[src/rtl/mthw_pkg.sv]
package mthw_pkg;

   localparam int unsigned FUNC_W = 2;
   localparam int unsigned KIND_W = 3;
   localparam int unsigned CNT_W  = 5;
   localparam int unsigned HB_W   = 16;
   localparam int unsigned EPS_W  = 10;
   localparam int unsigned TO_W   = 32;
   localparam int unsigned REQ_ID_W = 4;
   localparam int unsigned CSR_IDX_W = 1;
   localparam int unsigned CSR_DATA_W = 16;

   localparam logic [CSR_IDX_W-1:0] CSR_HEARTBEAT = 1'd0;
   localparam logic [CSR_IDX_W-1:0] CSR_EPSILON   = 1'd1;

   localparam logic [HB_W-1:0]  HEARTBEAT_RESET = 16'd1000;
   localparam logic [EPS_W-1:0] EPSILON_RESET   = 10'd1;

   typedef enum logic [FUNC_W-1:0] {
      FUNC_START = 2'd0,
      FUNC_TOUCH = 2'd1,
      FUNC_STOP  = 2'd2,
      FUNC_CHECK = 2'd3
   } func_type;

   localparam logic [KIND_W-1:0] KIND_ACK     = 3'd0;
   localparam logic [KIND_W-1:0] KIND_HANG    = 3'd1;
   localparam logic [KIND_W-1:0] KIND_RESUME  = 3'd2;
   localparam logic [KIND_W-1:0] KIND_NO_TASK = 3'd3;
   localparam logic [KIND_W-1:0] KIND_DUP     = 3'd4;
   localparam logic [KIND_W-1:0] KIND_DONE    = 3'd5;

   typedef enum logic [3:0] {
      OP_NONE,
      OP_LOAD,
      OP_START,
      OP_REARM,
      OP_CHAIN_STEP,
      OP_SCAN_INIT,
      OP_SCAN_STEP,
      OP_VISIT,
      OP_FREE
   } op_type;

   typedef struct packed {
      op_type op;
      logic   send;
      logic [KIND_W-1:0] kind;
      logic   last;
   } cmd_type;

   typedef struct packed {
      func_type func;
      logic id_ok;
      logic id_valid;
      logic chain_go;
      logic scan_end;
      logic found;
      logic visit_report;
      logic visit_hang;
   } sts_type;

endpackage

[src/rtl/multi_task_hang_watchdog.sv]
// Start/touch/stop: decode, then the parent walk, one step a cycle.
// Check sweep: repeated passes over all slots, one slot compared a cycle
// in the deadline-order selection scan; one item in flight at a time.
// Throughput: next item taken once busy falls; each result shows for one cycle.
// Reset: synchronous active high; clears the table valid/hung/parent/remove bits,
// the hung count and the registers to heartbeat 1000 and epsilon 1.
module multi_task_hang_watchdog #(
   parameter int unsigned NUM_TASKS = 16,
   parameter int unsigned TIME_BITS = 48
) (
   input  logic clock,
   input  logic reset,
   input  logic start,
   output logic busy,
   input  logic csr_we,
   input  logic [mthw_pkg::CSR_IDX_W-1:0] csr_index,
   input  logic [mthw_pkg::CSR_DATA_W-1:0] csr_wdata,
   input  logic [1:0] req_func,
   input  logic [3:0] req_task_id,
   input  logic [3:0] req_parent_id,
   input  logic req_has_parent,
   input  logic [31:0] req_timeout_ms,
   input  logic [47:0] req_now_ms,
   output logic rsp_valid,
   output logic [2:0] rsp_result_kind,
   output logic [3:0] rsp_report_task,
   output logic [4:0] rsp_other_hung,
   output logic [47:0] rsp_hang_length_ms,
   output logic [4:0] rsp_hung_total,
   output logic rsp_last
);
   import mthw_pkg::*;

   cmd_type cmd;
   sts_type sts;

   mthw_ctrl u_ctrl (
      .clock, .reset, .req_start(start), .req_busy(busy), .sts, .cmd
   );

   mthw_datapath #(.NUM_TASKS(NUM_TASKS), .TIME_BITS(TIME_BITS)) u_dp (
      .clock, .reset, .csr_we, .csr_index, .csr_wdata,
      .req_func, .req_task_id, .req_parent_id, .req_has_parent,
      .req_timeout_ms, .req_now_ms, .cmd, .sts,
      .rsp_valid, .rsp_result_kind, .rsp_report_task, .rsp_other_hung,
      .rsp_hang_length_ms, .rsp_hung_total, .rsp_last
   );

endmodule

[src/rtl/mthw_datapath.sv]
module mthw_datapath #(
   parameter int unsigned NUM_TASKS = 16,
   parameter int unsigned TIME_BITS = 48
) (
   input  logic clock,
   input  logic reset,
   input  logic csr_we,
   input  logic [mthw_pkg::CSR_IDX_W-1:0] csr_index,
   input  logic [mthw_pkg::CSR_DATA_W-1:0] csr_wdata,
   input  logic [1:0] req_func,
   input  logic [3:0] req_task_id,
   input  logic [3:0] req_parent_id,
   input  logic req_has_parent,
   input  logic [31:0] req_timeout_ms,
   input  logic [47:0] req_now_ms,
   input  mthw_pkg::cmd_type cmd,
   output mthw_pkg::sts_type sts,
   output logic rsp_valid,
   output logic [2:0] rsp_result_kind,
   output logic [3:0] rsp_report_task,
   output logic [4:0] rsp_other_hung,
   output logic [47:0] rsp_hang_length_ms,
   output logic [4:0] rsp_hung_total,
   output logic rsp_last
);
   import mthw_pkg::*;

   localparam int unsigned SW = (NUM_TASKS > 1) ? $clog2(NUM_TASKS) : 1;
   localparam int unsigned CW = $clog2(NUM_TASKS + 1);
   localparam logic [CNT_W-1:0] CNT_MAX = 5'd31;

   logic [HB_W-1:0]  heartbeat_ff;
   logic [EPS_W-1:0] epsilon_ff;

   logic [NUM_TASKS-1:0] valid_ff, hung_ff, pflag_ff, remove_ff, seen_ff;
   logic [TIME_BITS-1:0] deadline_ff [NUM_TASKS];
   logic [TO_W-1:0]      thresh_ff   [NUM_TASKS];
   logic [TIME_BITS-1:0] hung_at_ff  [NUM_TASKS];
   logic [SW-1:0]        pslot_ff    [NUM_TASKS];
   logic [CNT_W-1:0]     hung_count_ff;

   func_type            func_ff;
   logic [3:0]          id_ff, pid_ff;
   logic                hp_ff;
   logic [TO_W-1:0]     to_ff;
   logic [TIME_BITS-1:0] now_ff, t_ff;
   logic [SW-1:0]       slot_ff, scan_ff, best_ff;
   logic                best_ok_ff;
   logic [CW-1:0]       steps_ff;

   logic [SW-1:0] id_s, pid_s, par_s;
   logic id_ok, pid_ok;
   logic [TIME_BITS-1:0] now_t, t_next;
   logic [TO_W-1:0] to_eff;

   assign id_ok  = ({28'd0, id_ff} < 32'(NUM_TASKS));
   assign pid_ok = ({28'd0, pid_ff} < 32'(NUM_TASKS));
   assign id_s   = SW'(id_ff);
   assign pid_s  = SW'(pid_ff);
   assign par_s  = pslot_ff[slot_ff];
   assign now_t  = TIME_BITS'(req_now_ms);
   assign t_next = t_ff + TIME_BITS'(epsilon_ff);
   assign to_eff = (to_ff < TO_W'(heartbeat_ff)) ? TO_W'({heartbeat_ff, 1'b0}) : to_ff;

   logic cand, better, hang_now;
   assign cand   = valid_ff[scan_ff] && !seen_ff[scan_ff];
   assign better = cand && (!best_ok_ff || deadline_ff[scan_ff] < deadline_ff[best_ff]);
   assign hang_now = deadline_ff[best_ff] < now_ff;

   function automatic logic req_has_parent_ok();
      return hp_ff && pid_ok && valid_ff[pid_s];
   endfunction

   always_comb begin
      sts.func         = func_ff;
      sts.id_ok        = id_ok;
      sts.id_valid     = id_ok && valid_ff[id_s];
      sts.chain_go     = (32'(steps_ff) < 32'(NUM_TASKS)) && pflag_ff[slot_ff]
                         && valid_ff[par_s];
      sts.scan_end     = (32'(scan_ff) == 32'(NUM_TASKS - 1));
      sts.found        = best_ok_ff;
      sts.visit_report = hang_now ? !hung_ff[best_ff] : hung_ff[best_ff];
      sts.visit_hang   = hang_now;
   end

   always_ff @(posedge clock) begin
      if (reset) begin
         heartbeat_ff  <= HEARTBEAT_RESET;
         epsilon_ff    <= EPSILON_RESET;
         valid_ff      <= '0;
         hung_ff       <= '0;
         pflag_ff      <= '0;
         remove_ff     <= '0;
         hung_count_ff <= '0;
         rsp_valid     <= 1'b0;
      end else begin
         if (csr_we) begin
            if (csr_index == CSR_HEARTBEAT) heartbeat_ff <= csr_wdata;
            if (csr_index == CSR_EPSILON)   epsilon_ff   <= csr_wdata[EPS_W-1:0];
         end
         rsp_valid <= cmd.send;
         case (cmd.op)
            OP_START: begin
               thresh_ff[id_s]   <= to_eff;
               deadline_ff[id_s] <= now_ff + TIME_BITS'(to_eff);
               hung_ff[id_s]     <= 1'b0;
               hung_at_ff[id_s]  <= '0;
               remove_ff[id_s]   <= 1'b0;
               pflag_ff[id_s]    <= req_has_parent_ok();
               pslot_ff[id_s]    <= req_has_parent_ok() ? pid_s : '0;
               valid_ff[id_s]    <= 1'b1;
            end
            OP_REARM: begin
               deadline_ff[id_s] <= now_ff + TIME_BITS'(thresh_ff[id_s]);
               if (func_ff == FUNC_STOP) remove_ff[id_s] <= 1'b1;
            end
            OP_CHAIN_STEP:
               deadline_ff[par_s] <= t_next + TIME_BITS'(thresh_ff[par_s]);
            OP_VISIT: begin
               if (hang_now && !hung_ff[best_ff]) begin
                  hung_ff[best_ff]    <= 1'b1;
                  hung_at_ff[best_ff] <= deadline_ff[best_ff];
                  if (hung_count_ff < CNT_MAX) hung_count_ff <= hung_count_ff + 1'b1;
               end else if (!hang_now && hung_ff[best_ff]) begin
                  hung_ff[best_ff] <= 1'b0;
                  if (hung_count_ff != '0) hung_count_ff <= hung_count_ff - 1'b1;
               end
            end
            OP_FREE: begin
               valid_ff  <= valid_ff & ~remove_ff;
               hung_ff   <= hung_ff & ~remove_ff;
               pflag_ff  <= pflag_ff & ~remove_ff;
               remove_ff <= '0;
            end
            default: ;
         endcase
      end
   end

   always_ff @(posedge clock) begin
      case (cmd.op)
         OP_LOAD: begin
            func_ff <= func_type'(req_func);
            id_ff   <= req_task_id;
            pid_ff  <= req_parent_id;
            hp_ff   <= req_has_parent;
            to_ff   <= req_timeout_ms;
            now_ff  <= now_t;
            t_ff    <= now_t;
            slot_ff <= SW'(req_task_id);
            steps_ff <= '0;
            seen_ff <= '0;
         end
         OP_CHAIN_STEP: begin
            t_ff     <= t_next;
            slot_ff  <= par_s;
            steps_ff <= steps_ff + 1'b1;
         end
         OP_SCAN_INIT: begin
            scan_ff    <= '0;
            best_ok_ff <= 1'b0;
         end
         OP_SCAN_STEP: begin
            if (better) begin
               best_ff    <= scan_ff;
               best_ok_ff <= 1'b1;
            end
            scan_ff <= scan_ff + 1'b1;
         end
         OP_VISIT: seen_ff[best_ff] <= 1'b1;
         default: ;
      endcase
      if (cmd.send) begin
         rsp_result_kind    <= cmd.kind;
         rsp_last           <= cmd.last;
         rsp_report_task    <= (cmd.kind == KIND_HANG || cmd.kind == KIND_RESUME)
                               ? 4'(best_ff)
                               : ((cmd.kind == KIND_DONE) ? 4'd0 : id_ff);
         rsp_other_hung     <= (cmd.kind == KIND_HANG) ? hung_count_ff : '0;
         rsp_hang_length_ms <= (cmd.kind == KIND_RESUME)
            ? 48'(deadline_ff[best_ff] - (hung_at_ff[best_ff]
                  + TIME_BITS'(thresh_ff[best_ff]))) : '0;
         rsp_hung_total     <= (cmd.kind == KIND_DONE) ? hung_count_ff : '0;
      end
   end

   hung_count_bound: assert property (@(posedge clock) disable iff (reset)
      hung_count_ff <= CNT_MAX) else $error("hung count out of range");
   seen_only_valid: assert property (@(posedge clock) disable iff (reset)
      cmd.op == OP_VISIT |-> best_ok_ff && valid_ff[best_ff])
      else $error("visit of invalid slot");
   free_clears_marks: assert property (@(posedge clock) disable iff (reset)
      cmd.op == OP_FREE |=> remove_ff == '0) else $error("marks left after free");

endmodule

[src/rtl/mthw_ctrl.sv]
module mthw_ctrl (
   input  logic clock,
   input  logic reset,
   input  logic req_start,
   output logic req_busy,
   input  mthw_pkg::sts_type sts,
   output mthw_pkg::cmd_type cmd
);
   import mthw_pkg::*;

   typedef enum logic [2:0] {
      S_IDLE, S_DECODE, S_CHAIN, S_SCAN, S_VISIT, S_FREE, S_DONE
   } state_type;

   state_type state_ff;

   assign req_busy = (state_ff != S_IDLE);

   always_comb begin
      cmd = '{op: OP_NONE, send: 1'b0, kind: KIND_ACK, last: 1'b0};
      case (state_ff)
         S_IDLE: if (req_start) cmd.op = OP_LOAD;
         S_DECODE: begin
            if (sts.func == FUNC_CHECK) cmd.op = OP_SCAN_INIT;
            else if (!sts.id_ok) begin
               cmd.send = 1'b1; cmd.kind = KIND_NO_TASK; cmd.last = 1'b1;
            end else if (sts.func == FUNC_START) begin
               if (sts.id_valid) begin
                  cmd.send = 1'b1; cmd.kind = KIND_DUP; cmd.last = 1'b1;
               end else cmd.op = OP_START;
            end else if (!sts.id_valid) begin
               cmd.send = 1'b1; cmd.kind = KIND_NO_TASK; cmd.last = 1'b1;
            end else cmd.op = OP_REARM;
         end
         S_CHAIN: begin
            if (sts.chain_go) cmd.op = OP_CHAIN_STEP;
            else begin
               cmd.send = 1'b1; cmd.kind = KIND_ACK; cmd.last = 1'b1;
            end
         end
         S_SCAN: cmd.op = OP_SCAN_STEP;
         S_VISIT: begin
            if (sts.found) begin
               cmd.op = OP_VISIT;
               cmd.send = sts.visit_report;
               cmd.kind = sts.visit_hang ? KIND_HANG : KIND_RESUME;
            end else cmd.op = OP_FREE;
         end
         S_FREE: cmd.op = OP_SCAN_INIT;
         S_DONE: begin
            cmd.send = 1'b1; cmd.kind = KIND_DONE; cmd.last = 1'b1;
         end
         default: ;
      endcase
   end

   always_ff @(posedge clock) begin
      if (reset) begin
         state_ff <= S_IDLE;
      end else begin
         case (state_ff)
            S_IDLE: if (req_start) state_ff <= S_DECODE;
            S_DECODE: begin
               if (sts.func == FUNC_CHECK) state_ff <= S_SCAN;
               else if (cmd.send) state_ff <= S_IDLE;
               else state_ff <= S_CHAIN;
            end
            S_CHAIN: if (!sts.chain_go) state_ff <= S_IDLE;
            S_SCAN: if (sts.scan_end) state_ff <= S_VISIT;
            S_VISIT: state_ff <= sts.found ? S_FREE : S_DONE;
            S_FREE: state_ff <= S_SCAN;
            S_DONE: state_ff <= S_IDLE;
            default: state_ff <= S_IDLE;
         endcase
      end
   end

   done_returns_idle: assert property (@(posedge clock) disable iff (reset)
      state_ff == S_DONE |=> state_ff == S_IDLE) else $error("done did not finish");
   last_ends_item: assert property (@(posedge clock) disable iff (reset)
      cmd.send && cmd.last |=> state_ff == S_IDLE) else $error("last without end");
   load_only_idle: assert property (@(posedge clock) disable iff (reset)
      cmd.op == OP_LOAD |-> state_ff == S_IDLE) else $error("load while busy");

endmodule

[config.mk]
export PLATFORM = sky130hd
export DESIGN_NAME = multi_task_hang_watchdog
export DESIGN_NICKNAME = d
export VERILOG_FILES = /design/src/rtl/mthw_pkg.sv /design/src/rtl/multi_task_hang_watchdog.sv /design/src/rtl/mthw_datapath.sv /design/src/rtl/mthw_ctrl.sv
export SDC_FILE = /design/constraint.sdc
export NUM_CORES = 2
export LEC_CHECK = 0
export ABC_AREA = 1
export BUFFER_PORTS_ARGS = -buffer_cell sky130_fd_sc_hd__buf_2
export CAP_MARGIN = 20
export CELL_PAD_IN_SITES_DETAIL_PLACEMENT = 1
export CELL_PAD_IN_SITES_GLOBAL_PLACEMENT = 1
export CORE_UTILIZATION = 45
export DETAILED_ROUTE_END_ITERATION = 12
export HOLD_SLACK_MARGIN = 0.03
export PLACE_DENSITY_LB_ADDON = 0.1
export SLEW_MARGIN = 20
export SYNTH_ARGS = -nofsm -noshare
export SYNTH_HDL_FRONTEND = slang
export SYNTH_SLANG_ARGS = --single-unit
[constraint.sdc]
create_clock -name clock -period 15.84 [get_ports clock]
set_input_delay 3.168 -clock clock [delete_from_list [all_inputs] [get_ports clock]]
set_output_delay 3.168 -clock clock [all_outputs]
set_load 0.05 [all_outputs]
# Word level (Yosys, flattened, before mapping)
# Memory sizes are Yosys's and may differ from the RTL's. A register that Yosys moved wholly into a read port is not among the register bits.
# Index checks and enable logic that the tools add are counted.
[totals] ff_bits=338 memories=4 wordCells=225 ram_bits=2112
[mem_list] memory="u_dp.deadline_ff" words=16 word_bits=48 read_ports=2 rd_ports_with_merged_regs=2 write_ports=1 line_no="mthw_datapath.sv:36" text="logic [TIME_BITS-1:0] deadline_ff [NUM_TASKS];"
[mem_list] memory="u_dp.hung_at_ff" words=16 word_bits=48 read_ports=1 rd_ports_with_merged_regs=1 write_ports=1 line_no="mthw_datapath.sv:38" text="logic [TIME_BITS-1:0] hung_at_ff [NUM_TASKS];"
[mem_list] memory="u_dp.thresh_ff" words=16 word_bits=32 read_ports=3 rd_ports_with_merged_regs=2 write_ports=1 line_no="mthw_datapath.sv:37" text="logic [TO_W-1:0] thresh_ff [NUM_TASKS];"
[mem_list] memory="u_dp.pslot_ff" words=16 word_bits=4 read_ports=1 rd_ports_with_merged_regs=1 write_ports=1 line_no="mthw_datapath.sv:39" text="logic [SW-1:0] pslot_ff [NUM_TASKS];"
[classes] mux=91 order_cmp=13 reduce_logical=37 addsub=10 n_bitwise=15 eq_ne=27
[op_table] cell="48-bit by 32-bit adder with 48-bit output" n=4
[op_table] cell="48-bit 2-to-1 mux" n=3
[op_table] cell="16-bit bitwise AND" n=6
[op_table] cell="48-bit < comparator" n=2
[op_table] cell="16-bit case mux with 2 select lines" n=3
[op_table] cell="16-bit case mux with 3 select lines" n=2
[op_table] cell="48-bit case mux with 2 select lines" n=1
[op_table] cell="48-bit OR reduction" n=2
[op_table] cell="16-bit bitwise OR" n=4
[op_table] cell="4-bit 2-to-1 mux" n=14
[op_table] cell="48-bit by 10-bit adder with 48-bit output" n=1
[op_table] cell="16-bit 2-to-1 mux" n=3
[op_table] cell="16-bit inverter" n=3
[op_table] cell="48-bit subtractor" n=1
[op_table] cell="5-bit 2-to-1 mux" n=8
[op_table] cell="32-bit by 16-bit < comparator with 1-bit output" n=1
[op_table] cell="32-bit 2-to-1 mux" n=1
[op_table] cell="4-bit by 5-bit < comparator with 1-bit output (second input constant)" n=6
[op_table] cell="1-bit binary-select mux with 4-bit select" n=7
[op_table] cell="1-bit 2-to-1 mux" n=27
[op_table] cell="4-bit case mux with 6 select lines" n=1
[op_table] cell="3-bit case mux with 6 select lines" n=1
[op_table] cell="16-bit bitwise mux" n=1
[op_table] cell="4-bit by 3-bit == test with 1-bit output (second input constant)" n=4
[op_table] cell="37 further kinds" n=87

# Logic depth before layout (Yosys ltp)
[logic_depth] depth_word=12 mapped_depth=41 ltp_nobuf=40

# Modules after synthesis
# Synthesis repeated with hierarchy kept, for this count alone.
[unflattened] hier_cells=13149 area_unflattened_um2=126684.0
[by_module_without_submodules] mod="mthw_datapath" seq_area_each_um2=72839.9 cells_per_inst=13077 n_inst=1 area_per_inst_um2=126243.6
[by_module_without_submodules] mod="mthw_ctrl" seq_area_each_um2=60.1 cells_per_inst=72 n_inst=1 area_per_inst_um2=440.4

# Worst setup path after synthesis
# No wires, ideal clock.
[synth_timing] path_kind="input-to-reg" from="input start" to="memory u_dp.deadline_ff[0][38], data pin" slack_ps=8482 stages=28 t_arrival_ps=7028 n_path_buf=1 setup_time_ps=330 path_cell_list="inv_1 -> nor2_1 -> a211oi_1 -> nor2_1 -> inv_1 -> nor3_4 -> buf_4 -> o211ai_1 -> o21ai_1 -> ha_1 -> inv_1 -> fa_1 -> o21ai_0 -> nand2_1 -> nand2_1 -> nand2_1 -> nand2_1 -> nand2_1 -> nand2_1 -> nand2_1 -> nand2_1 -> inv_1 -> o21ai_0 -> nand2_1 -> o221ai_1 -> nand2_1 -> xor2_1 -> o21ai_0"
[synth_via] elab_chain_len=8
[synth_rtl] item="from (decl)" line_no="multi_task_hang_watchdog.sv:13" text="input logic start,"
[synth_rtl] item="1-bit 2-to-1 mux *" line_no="mthw_ctrl.sv:22" text="S_IDLE: if (req_start) cmd.op = OP_LOAD;"
[synth_rtl] item="4-bit case mux with 6 select lines *" line_no="mthw_ctrl.sv:21" text="case (state_ff)"
[synth_rtl] item="4-bit by 3-bit == test with 1-bit output or 4-bit by 2-bit == test with 1-bit output (tied branches)" line_no="mthw_datapath.sv:102" text="case (cmd.op)"
[synth_rtl] item="1-bit 2-to-1 mux" line_no="mthw_datapath.sv:102"
[synth_rtl] item="1-bit 2-to-1 mux" line_no="mthw_datapath.sv:87" text="if (reset) begin"
[synth_rtl] item="1-bit 2-to-1 mux, on equally long branches" line_no="mthw_datapath.sv:118, mthw_datapath.sv:114"
[synth_rtl] item="48-bit OR reduction (no source line) or 48-bit 2-to-1 mux (tied branches)"
[synth_rtl] item="48-bit 2-to-1 mux (no source line) *"
[synth_rtl] item="to (decl)" line_no="mthw_datapath.sv:36"
# Every way passes the cells marked *; elsewhere a longest branch is shown, timed or not.

==> results.cfg <==
[timing]
slew_headroom_pct = 21.5
finalCritPeriodShare_pct = 61.5
setup_viol = 0
final-hold-violation-count = 0
rsz0062_at_grt = no
worstMarginPinSlew_ns = 1.17
fin_skew_ns = 0.0580
setup_tns_ns = 0
max_freq_mhz = 103
slew_viol_final = 0
fin_crit_ns = 9.73

[finish]
drive_above_1_share_pct = 7.61
fin_cells = 16800
fillCellCount = 30900
num-nets-final = 13300
final_cell_mix = edfxtp_1 (2351), o21ai_0 (2171), nand2_1 (1454), nor2_1 (1376), a21oi_1 (1135)
syn2layout_area_growth_pct = 11.0
final_common_cell = edfxtp_1
fin_util_pct = 50.2

[route]
drc_errors = 0
wl_per_cell_um = 30.8
via_per_inst = 6.41
vias = 108000
drt_first_iter_violations = 11900
drt_wl_total_um = 517000
postRouteAntennaNets = 0
first_pass_iters = 6

[pwr]
p_leak_nw = 51.0
combPwrFrac_pct = 45.2
power_frac_seq_pct = 32.6
pwr-share-clk_pct = 22.2
ir_drop_uv = 173
switching_share_pct = 45.9
power_switching_w = 0.0139
p_per_area_nw_per_um2 = 217
internal-power_w = 0.0164

[synthesis]
yosys_warnings = 0
synthArstFlopShare_pct = 0
synth_ff_type = edfxtp_1
synth.distinct_cells = 64
synth_edf_count = 2351
synth_nets = 13500
yosysSeqAreaShare_pct = 57.8
mappedNetlistArea_um2 = 126000
syn_inst = 13100
ys_seq_elements = 2466
avgSynthCellArea_um2 = 9.66

[critical_path]
critPathKind = reg -> reg
reg2reg_to = u_dp.hung_at_ff[2][5]$_DFFE_PP_
r2r_cells = 26
arrival_ns = 10.25
crit_fanout = 206
critPathCaptureType = flip-flop
crit_path_start_kind = flip-flop
reg2reg_slack_ns = 6.11
worstPathRequired_ns = 16.36

[placed_design]
placedCellCount = 16300
gp_congestion = 0.935
hpwl_um = 328000
port_buffers = 179

[worst_hold_path]
hold_path.class = reg -> reg
hp-start = u_dp.pflag_ff[10]$_SDFFE_PP0P_
holdPathEnd = u_dp.pflag_ff[10]$_SDFFE_PP0P_
holdPathStages = 2

[clocking]
post-cts-setup-buffers = 0
ctsHoldBuffers = 0
cts_htree_levels = 5
cts_resized = 0
root_buffer = clkbuf_16
clk_latency_ns = 0.95
clock_sinks = 2466
cts_buffers = 284
tritoncts = done
clk_pin_slew_worst_paths_ns = 0.06
clock_path_buffers = 4

[floorplan]
rows = 194
start_util_pct = 45.2
dieHeight_um = 532
die_w_um = 532
ioPinCount = 180
core_area_um2 = 279000
die_area_um2 = 282000

[grt]
grt_first_pass_wirelength_um = 743000
grtUsageTotal_pct = 35.5
grt_start_max_net_pins = 219
antenna_found_initial = 24
grt_pass1_vias = 109000
grt_overflow = 0

[job]
max-cap-violations = 0

[status]
status = finished, final reports clean
==> worst max path at each step <==
| stage | start | slack [ns] | endpoint |
|---|---|---|---|
| floorplan | start | 8.48 | u_dp.deadline_ff[0][38]$_DFFE_PP_ |
| global placement | flip-flop | 6.48 | u_dp.hung_at_ff[2][1]$_DFFE_PP_ |
| detailed placement | flip-flop | 6.32 | u_dp.hung_at_ff[2][5]$_DFFE_PP_ |
| CTS | flip-flop | 6.26 | u_dp.hung_at_ff[2][5]$_DFFE_PP_ |
| global route | flip-flop | 5.70 | u_dp.hung_at_ff[2][5]$_DFFE_PP_ |
| finish | flip-flop | 6.11 | u_dp.hung_at_ff[2][5]$_DFFE_PP_ |
==> metal layers <==
| metal | vias to the layer above | global-route usage [%] | wire length (um) |
|---|---|---|---|
| li1 | 46600 | - | - |
| met1 | 54700 | 46.8 | 207000 |
| met2 | 5254 | 56.9 | 239000 |
| met3 | 1240 | 6.12 | 44900 |
| met4 | 16 | 16.9 | 26700 |
| met5 | - | 0 | 123 |
==> critical path, stage by stage, from the launching register on <==
cell	delay (ns)
dfxtp_4	0.58
buf_4	0.59
buf_4	0.71
buf_12	0.68
o21ai_0	0.20
o21ai_0	0.23
nand2_1	0.07
nand2_1	0.09
inv_1	0.05
o21ai_0	0.57
ha_1	0.38
a21oi_1	0.15
o221ai_1	0.25
nand2_1	0.14
o2111ai_1	0.18
a31oi_1	0.18
nand2_1	0.40
buf_4	0.31
inv_1	0.08
ha_1	0.20
inv_1	0.15
nor2_1	0.22
nand2_4	0.36
o21ai_0	0.48
nand3_1	0.41
nor2_4	0.52
buf_4	0.78
==> power groups by stage <==
| stage | sequential [W] | combinational, W | clock, W |
|---|---|---|---|
| 2_1_floorplan | 0.00980 | 0.00788 | 0 |
| 3_3_place_gp | 0.00999 | 0.0129 | 0 |
| 3_5_place_dp | 0.0100 | 0.0133 | 0 |
| 4_1_cts | 0.00988 | 0.0133 | 0.00678 |
| 5_1_grt | 0.00993 | 0.0146 | 0.00699 |
| 6_report | 0.00991 | 0.0137 | 0.00673 |
==> metrics by stage <==
step | total power (W) | area (um2) | setup slack, ns | hold slack (ns)
after floorplan | 0.0177 | 126000 | 8.48 | 0.422
after global placement | 0.0229 | 130000 | 6.48 | 0.437
after detailed placement | 0.0233 | 131000 | 6.32 | 0.453
after CTS | 0.0300 | 140000 | 6.26 | 0.468
after global routing | 0.0315 | 140000 | 5.70 | 0.482
final | 0.0304 | 140000 | 6.11 | 0.464
==> Yosys cell counts, types with 37 or more instances <==
cell	count	area (um2)
a21oi_1	1137	5690
a31oi_1	101	632
buf_1	89	334
buf_2	60	300
clkbuf_1	737	2770
dfxtp_1	115	2300
edfxtp_1	2351	70600
ha_1	255	3190
inv_1	1070	4020
nand2_1	1458	5470
nand3_1	571	2860
nand4_1	43	269
nor2_1	1437	5390
nor3_1	64	320
o211ai_1	507	3810
o21ai_0	2197	11000
o221ai_1	207	1810
o22ai_1	151	945
or2_2	37	231
xnor2_1	46	403
xor2_1	95	832
==> sequential cells by signal, indices dropped and copies added (netlist names), 4 cells and up, named ones only <==
name	cells
u_dp.thresh_ff	512
u_dp.slot_ff	4
u_dp.now_ff	48
u_dp.pslot_ff	64
u_dp.heartbeat_ff	16
u_dp.hung_at_ff	768
u_dp.hung_count_ff	5
u_dp.rsp_hang_length_ms	48
u_dp.remove_ff	16
u_dp.epsilon_ff	10
u_dp.deadline_ff	768
u_dp.rsp_other_hung	5
u_dp.rsp_hung_total	5
u_dp.t_ff	48
u_dp.best_ff	4
u_dp.scan_ff	4
u_dp.seen_ff	16
u_dp.pid_ff	4
u_dp.id_ff	4
u_dp.valid_ff	16
u_dp.to_ff	32
u_dp.pflag_ff	16
u_dp.rsp_report_task	4
u_dp.steps_ff	5
==> cells by family after synthesis <==
logic type	synth area share, %
multiplexers	0.135
buffers and inverters	6.01
AO/OA/AOI/OAI	20.2
AND/OR/NAND/NOR	11.8
adder cells (fa/ha/maj)	3.10
XOR/XNOR	0.979
flip-flops	57.8
==> final cells by class <==
cell class	instances	area (um2)	area share, %
Timing Repair Buffer	402	2760	1.97
Clock inverter	150	1700	1.21
Inverter	1088	4130	2.95
Multi-Input combinational cell	8616	46200	33.0
Sequential cell	2466	72900	52.1
Antenna cell	15	37.5	0.0268
Clock buffer	359	7620	5.44
Tap cell	3724	4660	3.33
(Power assumes the default switching activity.)
